### config.mk
export PLATFORM = sky130hd
export DESIGN_NAME = sha1_message_hasher
export DESIGN_NICKNAME = d
export VERILOG_FILES = /design/src/hw/rtl/sha1mh_pkg.sv /design/src/hw/rtl/sha1_message_hasher.sv
export SDC_FILE = /design/constraint.sdc
export NUM_CORES = 2
export LEC_CHECK = 0
export ABC_CLOCK_PERIOD_IN_PS = 23000
export BUFFER_PORTS_ARGS = -buffer_cell sky130_fd_sc_hd__buf_2
export CORE_MARGIN = 3
export CORE_UTILIZATION = 40
export DETAILED_ROUTE_END_ITERATION = 8
export PLACE_DENSITY = 0.65
export SYNTH_ARGS = -nofsm -noshare
export SYNTH_HDL_FRONTEND = slang
export SYNTH_SLANG_ARGS = --single-unit
### constraint.sdc
create_clock -name aclk -period 23 [get_ports aclk]
set_input_delay 1.15 -clock aclk [delete_from_list [all_inputs] [get_ports aclk]]
set_output_delay 1.15 -clock aclk [all_outputs]
set_load 0.02 [all_outputs]
### src/hw/rtl/sha1mh_pkg.sv
// shared types and constants for the sha-1 message hasher
// used by sha1_message_hasher; depends on nothing else
package sha1mh_pkg;

    // input beat: one optional message byte plus end marker
    typedef struct packed {
        logic [7:0] message_byte;
        logic       byte_present;
        logic       message_end;
    } in_t;

    // output beat: one digest word
    typedef struct packed {
        logic [31:0] digest_word;
        logic [2:0]  word_number;
        logic        final_word;
    } out_t;

    localparam int unsigned DIGEST_WORDS = 5;
    localparam int unsigned ROUNDS       = 80;
    localparam int unsigned LEN_OFFSET   = 56;

    // initial chaining value h0..h4
    localparam logic [31:0] H_INIT [DIGEST_WORDS] = '{
        32'h67452301, 32'hEFCDAB89, 32'h98BADCFE, 32'h10325476, 32'hC3D2E1F0
    };

    // round constants, one per group of twenty rounds
    localparam logic [31:0] K_0 = 32'h5A827999;
    localparam logic [31:0] K_1 = 32'h6ED9EBA1;
    localparam logic [31:0] K_2 = 32'h8F1BBCDC;
    localparam logic [31:0] K_3 = 32'hCA62C1D6;

    localparam logic [7:0] PAD_MARK = 8'h80;

endpackage

### src/hw/rtl/sha1_message_hasher.sv
// Streaming SHA-1 hasher. Each input beat carries at most one message byte and
// an end marker. The beat that completes a 64-byte block holds s_ready low
// while the 80 rounds run on one shared round unit and the chaining add
// follows, then the block returns to idle. Bytes are gathered in a 512-bit
// shift register that also serves as the 16-word message schedule window. On
// the end marker the pad sequencer feeds 0x80, zero bytes and the 8 length
// bytes one per cycle through the same register, pausing while a compression
// runs, and so runs one or two more compressions before five digest words (h0
// first) appear on the result channel; the block accepts nothing until the
// last of them is taken, then restarts with the initial chaining value.
// depends on sha1mh_pkg
module sha1_message_hasher (
    input  logic              aclk,
    input  logic              aresetn,
    input  logic              s_valid,
    output logic              s_ready,
    input  sha1mh_pkg::in_t   s_data,
    output logic              m_valid,
    input  logic              m_ready,
    output sha1mh_pkg::out_t  m_data
);

    typedef enum logic [2:0] {
        ST_IDLE,
        ST_PAD,
        ST_ROUND,
        ST_ADD,
        ST_OUT
    } state_t;

    typedef enum logic [2:0] {
        PS_NONE,
        PS_MARK,
        PS_ZERO,
        PS_LEN,
        PS_DONE
    } pad_t;

    localparam int unsigned IDX_W = $clog2(sha1mh_pkg::DIGEST_WORDS);

    state_t             state_reg, state_next;
    pad_t               pad_reg, pad_next;
    logic [6:0]         round_reg, round_next;
    logic [5:0]         fill_reg, fill_next;
    logic [63:0]        bit_length_reg, bit_length_next;
    logic [IDX_W-1:0]   out_idx_reg, out_idx_next;
    logic [15:0][31:0]  window_reg, window_next;
    logic [31:0]        chain_reg [sha1mh_pkg::DIGEST_WORDS];
    logic [31:0]        chain_next [sha1mh_pkg::DIGEST_WORDS];
    logic [31:0]        a_reg, b_reg, c_reg, d_reg, e_reg;
    logic [31:0]        a_next, b_next, c_next, d_next, e_next;

    logic [519:0]       byte_shift;
    logic [7:0]         shift_byte;
    logic               do_shift;
    logic [7:0]         len_byte;
    logic [31:0]        f_val, k_val, w_new, t_val;
    logic               in_beat;

    assign in_beat = s_valid && s_ready;
    assign s_ready = (state_reg == ST_IDLE);
    assign m_valid = (state_reg == ST_OUT);

    // result beat straight from the chaining registers
    always_comb begin
        m_data.digest_word = chain_reg[out_idx_reg];
        m_data.word_number = 3'(out_idx_reg);
        m_data.final_word  = (out_idx_reg == IDX_W'(sha1mh_pkg::DIGEST_WORDS - 1));
    end

    // length byte for fill offsets 56..63, most significant first
    assign len_byte = 8'(bit_length_reg >> {3'(~fill_reg[2:0]), 3'b000});

    // byte entry into the low end of the window
    assign byte_shift = {window_reg, shift_byte};

    // round function and constant by round group
    always_comb begin
        if (round_reg < 7'd20) begin
            f_val = (b_reg & c_reg) | (~b_reg & d_reg);
            k_val = sha1mh_pkg::K_0;
        end else if (round_reg < 7'd40) begin
            f_val = b_reg ^ c_reg ^ d_reg;
            k_val = sha1mh_pkg::K_1;
        end else if (round_reg < 7'd60) begin
            f_val = (b_reg & c_reg) | (b_reg & d_reg) | (c_reg & d_reg);
            k_val = sha1mh_pkg::K_2;
        end else begin
            f_val = b_reg ^ c_reg ^ d_reg;
            k_val = sha1mh_pkg::K_3;
        end
    end

    // schedule expansion: element 15 holds w[t], element 0 the newest word
    always_comb begin
        w_new = window_reg[2] ^ window_reg[7] ^ window_reg[13] ^ window_reg[15];
        w_new = {w_new[30:0], w_new[31]};
        t_val = {a_reg[26:0], a_reg[31:27]} + f_val + e_reg + k_val + window_reg[15];
    end

    // sequencer next state
    always_comb begin
        state_next      = state_reg;
        pad_next        = pad_reg;
        round_next      = round_reg;
        fill_next       = fill_reg;
        bit_length_next = bit_length_reg;
        out_idx_next    = out_idx_reg;
        window_next     = window_reg;
        a_next          = a_reg;
        b_next          = b_reg;
        c_next          = c_reg;
        d_next          = d_reg;
        e_next          = e_reg;
        chain_next      = chain_reg;
        shift_byte      = 8'h00;
        do_shift        = 1'b0;

        case (state_reg)
            ST_IDLE: begin
                if (in_beat) begin
                    if (s_data.message_end) begin
                        pad_next = PS_MARK;
                    end
                    if (s_data.byte_present) begin
                        shift_byte      = s_data.message_byte;
                        do_shift        = 1'b1;
                        bit_length_next = bit_length_reg + 64'd8;
                    end else if (s_data.message_end) begin
                        state_next = ST_PAD;
                    end
                    if (s_data.byte_present && !s_data.message_end
                            && fill_reg != 6'd63) begin
                        state_next = ST_IDLE;
                    end else if (s_data.byte_present && fill_reg != 6'd63) begin
                        state_next = ST_PAD;
                    end
                end
            end
            ST_PAD: begin
                do_shift = 1'b1;
                case (pad_reg)
                    PS_MARK: begin
                        shift_byte = sha1mh_pkg::PAD_MARK;
                        pad_next   = (fill_reg == 6'(sha1mh_pkg::LEN_OFFSET - 1))
                                     ? PS_LEN : PS_ZERO;
                    end
                    PS_ZERO: begin
                        shift_byte = 8'h00;
                        if (fill_reg == 6'(sha1mh_pkg::LEN_OFFSET - 1)) begin
                            pad_next = PS_LEN;
                        end
                    end
                    PS_LEN: begin
                        shift_byte = len_byte;
                        if (fill_reg == 6'd63) begin
                            pad_next = PS_DONE;
                        end
                    end
                    default: begin
                        do_shift = 1'b0;
                    end
                endcase
            end
            ST_ROUND: begin
                window_next = {window_reg[14:0], w_new};
                a_next      = t_val;
                b_next      = a_reg;
                c_next      = {b_reg[1:0], b_reg[31:2]};
                d_next      = c_reg;
                e_next      = d_reg;
                if (round_reg == 7'(sha1mh_pkg::ROUNDS - 1)) begin
                    round_next = '0;
                    state_next = ST_ADD;
                end else begin
                    round_next = round_reg + 7'd1;
                end
            end
            ST_ADD: begin
                chain_next[0] = chain_reg[0] + a_reg;
                chain_next[1] = chain_reg[1] + b_reg;
                chain_next[2] = chain_reg[2] + c_reg;
                chain_next[3] = chain_reg[3] + d_reg;
                chain_next[4] = chain_reg[4] + e_reg;
                case (pad_reg)
                    PS_NONE: state_next = ST_IDLE;
                    PS_DONE: state_next = ST_OUT;
                    default: state_next = ST_PAD;
                endcase
            end
            ST_OUT: begin
                if (m_ready) begin
                    if (out_idx_reg == IDX_W'(sha1mh_pkg::DIGEST_WORDS - 1)) begin
                        out_idx_next    = '0;
                        chain_next      = sha1mh_pkg::H_INIT;
                        bit_length_next = '0;
                        fill_next       = '0;
                        pad_next        = PS_NONE;
                        state_next      = ST_IDLE;
                    end else begin
                        out_idx_next = out_idx_reg + IDX_W'(1);
                    end
                end
            end
            default: begin
                state_next = ST_IDLE;
            end
        endcase

        // byte entry, and start of compression on a full block
        if (do_shift) begin
            window_next = byte_shift[511:0];
            fill_next   = fill_reg + 6'd1;
            if (fill_reg == 6'd63) begin
                state_next = ST_ROUND;
                round_next = '0;
                a_next     = chain_reg[0];
                b_next     = chain_reg[1];
                c_next     = chain_reg[2];
                d_next     = chain_reg[3];
                e_next     = chain_reg[4];
            end
        end
    end

    // state and registers
    always_ff @(posedge aclk) begin
        if (!aresetn) begin
            state_reg      <= ST_IDLE;
            pad_reg        <= PS_NONE;
            round_reg      <= '0;
            fill_reg       <= '0;
            bit_length_reg <= '0;
            out_idx_reg    <= '0;
            chain_reg      <= sha1mh_pkg::H_INIT;
        end else begin
            state_reg      <= state_next;
            pad_reg        <= pad_next;
            round_reg      <= round_next;
            fill_reg       <= fill_next;
            bit_length_reg <= bit_length_next;
            out_idx_reg    <= out_idx_next;
            chain_reg      <= chain_next;
        end
        window_reg <= window_next;
        a_reg      <= a_next;
        b_reg      <= b_next;
        c_reg      <= c_next;
        d_reg      <= d_next;
        e_reg      <= e_next;
    end

    // checks on the sequencer
    assert property (@(posedge aclk) disable iff (!aresetn)
        !(s_ready && m_valid))
        else $error("input and result channels active together");

    assert property (@(posedge aclk) disable iff (!aresetn)
        (state_reg == ST_ROUND) |-> (round_reg < 7'(sha1mh_pkg::ROUNDS)))
        else $error("round counter out of range");

    assert property (@(posedge aclk) disable iff (!aresetn)
        m_valid |-> (pad_reg == PS_DONE && fill_reg == 6'd0))
        else $error("digest shown before padding finished");

    assert property (@(posedge aclk) disable iff (!aresetn)
        (state_reg == ST_ADD) |=> (round_reg == 7'd0))
        else $error("round counter not cleared after compression");

    assert property (@(posedge aclk) disable iff (!aresetn)
        (state_reg == ST_PAD) |-> (pad_reg != PS_NONE && pad_reg != PS_DONE))
        else $error("pad state without pad stage");

endmodule
==> flow_summary.yaml <==
finish:
  area_growth_pct: 9.72
  multi_input_area_sq_um: 26800
  drive_gt1_share_pct: 5.45
  largest_register_ffs: 512
  fin_util_pct: 44.5
  fillers: 12500
  register_area_sq_um: 23400
  fin_nets: 6196
  stdcell_area_sq_um: 57200
clock_tree:
  clkSinkCount: 915
  htreeDepth: 3
  clkLatencyLatePin_ns: 0.73
  cts_buffers: 100
  cts.root.buffer_cell: "clkbuf_16"
  cts_tree: "done"
  cts_setup_buffers: 0
  cts_buffer_depth: 3
  clkTransAtPathRegs_ns: 0.06
  cts_resized: 0
  hold_buffers: 0
timing:
  fin_crit_sh_pct: 28.7
  relSlewSlack_pct: 23.6
  whs_ns: 0.462
  worst_pin_slew_ns: 1.14
  clock_skew_ns: 0.0460
  fin_crit_ns: 6.60
  rsz0062_at_grt: "false"
  clock.fmax_ghz: 0.151
  fin_setup_tns_ns: 0
  hold_viol: 0
  fin_ws_ns: 16.40
  setup_viol: 0
  slew_violations: 0
setup_path:
  cp-start-kind: "register"
  arrival_ns: 7.16
  path_class: "reg2reg"
  reg2reg_from: "round_reg[5]"
  worst_ep_required_time_ns: 23.55
  crit_path_start: "round_reg[5]"
  r2r_cells: 24
  crit_path_end_kind: "register"
  cp_max_fo: 21
die:
  coreArea_sq_um: 129000
  ios: 52
  dieArea_sq_um: 135000
  die_h_um: 367
  rows: 131
  start_util_pct: 40.6
  die_x_um: 367
outcome:
  outcome: "finished clean"
detailed_routing:
  route.detailed.drc: 0
  top_layer: "met4"
  via_per_inst: 5.40
  wl_met1_mm: 66.2
  met2WireLength_mm: 63.4
  drt_iter0_markers: 4050
  drt-total-wl_mm: 145
  wl_met3_mm: 10.7
  drtAntennaViolNets: 0
  wl_per_cell_um: 18.8
  dr.pass1.iters: 6
  via_count: 41400
placement:
  place.gp.congestion: 0.943
  hpwl_mm: 100
  placed_cell_area_sq_um: 53900
  place_ws_ns: 16.47
  port_buffers: 51
global_routing:
  grt_start_max_net_pins: 212
  antenna_found_initial: 2
  grt_usage_pct: 20.9
  grt_pass1_vias: 39400
  grt_first_pass_wirelength_mm: 226
  overflow: 0
power:
  leakage_uw: 0.0240
  p_per_area_nw_per_um2: 108
  peakVddDrop_mv: 0.0998
yosys:
  synth_top_area_share_pct: 29.5
  synth-edff-count: 512
  synthesis.area_sq_um: 52100
  synth-seq-cells: 915
  yosysSeqAreaShare_pct: 45.0
  async_flop_share_pct: 0
  ys_warn_count: 0
  syn_nets: 6284
  syn-mean-instance-area_sq_um: 8.77
  synthDistinctLibCells: 98
  synthTopCellsByArea: "edfxtp_1 (29%), dfxtp_1 (15%), nand2_1 (14%)"
  yosys.area.top_type: "edfxtp_1"
  synth_ff_type: "edfxtp_1"
  synth_cells: 5947
min_path:
  holdPathStages: 1
  hp-class: "reg2reg"
  hold_path_startpoint: "fill_reg[5]"
job:
  drv_cap: 0
-- critical path, stage by stage (launching register included) --
cell	delay [ns]
dfxtp_1	0.36
a41oi_1	0.68
nand2_1	0.10
buf_4	0.25
inv_1	0.08
buf_4	0.30
nor2_2	0.07
buf_4	0.23
a221o_1	0.33
fa_1	0.49
inv_1	0.06
fa_1	0.56
inv_1	0.06
ha_1	0.29
a21o_1	0.18
a21oi_1	0.23
o21bai_1	0.10
a21o_1	0.26
a2111oi_2	0.46
o31ai_1	0.22
a41oi_1	0.37
nand2_1	0.13
a211oi_1	0.36
xor2_1	0.18
o21ai_1	0.07
-- area by class of cell --
class                      instances  area share [%]
sequential                       915            41.0
inverter                         243            1.59
tap                             1729            3.78
clock inverter                    56           0.881
clock buffer                     131            4.85
antenna                            2         0.00875
timing repair buffer              96            1.11
multi-input combinational       4503            46.8
-- cells by family after synthesis --
logic type               synth area share (%)
AND/OR/NAND/NOR                          21.3
AO/OA/AOI/OAI                            12.6
flip-flops                               45.0
buffers and inverters                    3.84
adder cells (fa/ha/maj)                  9.55
XOR/XNOR                                 5.14
multiplexers                             2.62
-- per-stage QoR --
step,total power (uW),instances
3_5_place_dp,4550,7486
3_3_place_gp,4530,7486
6_report,6170,7675
2_1_floorplan,3980,5947
4_1_cts,6190,7673
5_1_grt,6590,7673
-- cells in the final DEF (no fill, tap or decap), types with 14 or more instances in the layout --
cell type | Yosys | routed
clkbuf_16 | 0 | 102
mux4_2 | 14 | 14
xor2_1 | 117 | 117
o21ai_0 | 166 | 166
nor2b_1 | 73 | 73
buf_2 | 2 | 50
buf_4 | 1 | 43
o22ai_1 | 91 | 91
nand2_1 | 1943 | 1939
nand4_1 | 33 | 33
a22oi_1 | 36 | 36
mux2i_1 | 95 | 95
a31oi_1 | 156 | 156
fa_1 | 125 | 125
clkinv_1 | 2 | 21
nor2_1 | 410 | 408
dfxtp_1 | 403 | 401
o21ai_1 | 29 | 28
inv_1 | 240 | 240
clkbuf_1 | 259 | 16
a21o_1 | 104 | 104
and3_1 | 40 | 40
edfxtp_1 | 512 | 512
xnor2_1 | 189 | 189
and2_1 | 24 | 23
a221o_1 | 18 | 18
nor3_1 | 42 | 41
o21a_1 | 20 | 19
o21bai_1 | 23 | 23
or3_1 | 22 | 22
nand2b_1 | 33 | 32
a21oi_1 | 264 | 264
clkinv_2 | 0 | 19
ha_1 | 198 | 198
nand3_1 | 46 | 46
-- cell usage after synthesis (7+ instances only) --
master,count
nor3_1,42
a221o_1,18
dfxtp_1,403
o211ai_1,13
o21ai_1,29
nor3b_1,10
a21o_1,104
buf_1,22
mux2i_1,95
a211oi_1,13
and3_1,40
a221oi_1,7
nand3_1,46
o21a_1,20
a22oi_1,36
nor2b_1,73
xnor2_1,189
or3_1,22
xor2_1,117
edfxtp_1,512
nand4_1,33
a31oi_1,156
a21boi_0,13
mux4_2,14
o22ai_1,91
o21ai_0,166
fa_1,125
mux2_2,9
and2_1,24
o21bai_1,23
clkbuf_1,259
o221ai_1,8
and4_1,13
ha_1,198
nand2_1,1943
nand2b_1,33
inv_1,240
a21oi_1,264
nor2_1,410
-- power breakdown --
group / switching, uW / total [uW] / leakage (uW) / internal, uW
combinational: 1410 / 2440 / 0.0142 / 1030
clock: 704 / 1620 / 0.00161 / 919
sequential: 199 / 2110 / 0.00814 / 1910
total: 2310 / 6170 / 0.0240 / 3860
-- per-layer routing --
| metal | vias up | GRT usage, % |
|---|---|---|
| li1 | 20000 | - |
| met1 | 19900 | 30.1 |
| met2 | 1292 | 32.1 |
| met3 | 216 | 3.41 |
| met4 | 0 | 6.71 |
| met5 | - | 0 |
-- path summary, 6_finish.rpt --
path | to | slack [ns]
worst min-delay path | fill_reg[5] | 0.46
worst min register to register | fill_reg[5] | 0.46
worst max-delay path | a_reg[30] | 16.40
worst max register to register | a_reg[30] | 16.40
(Power assumes the default switching activity.)
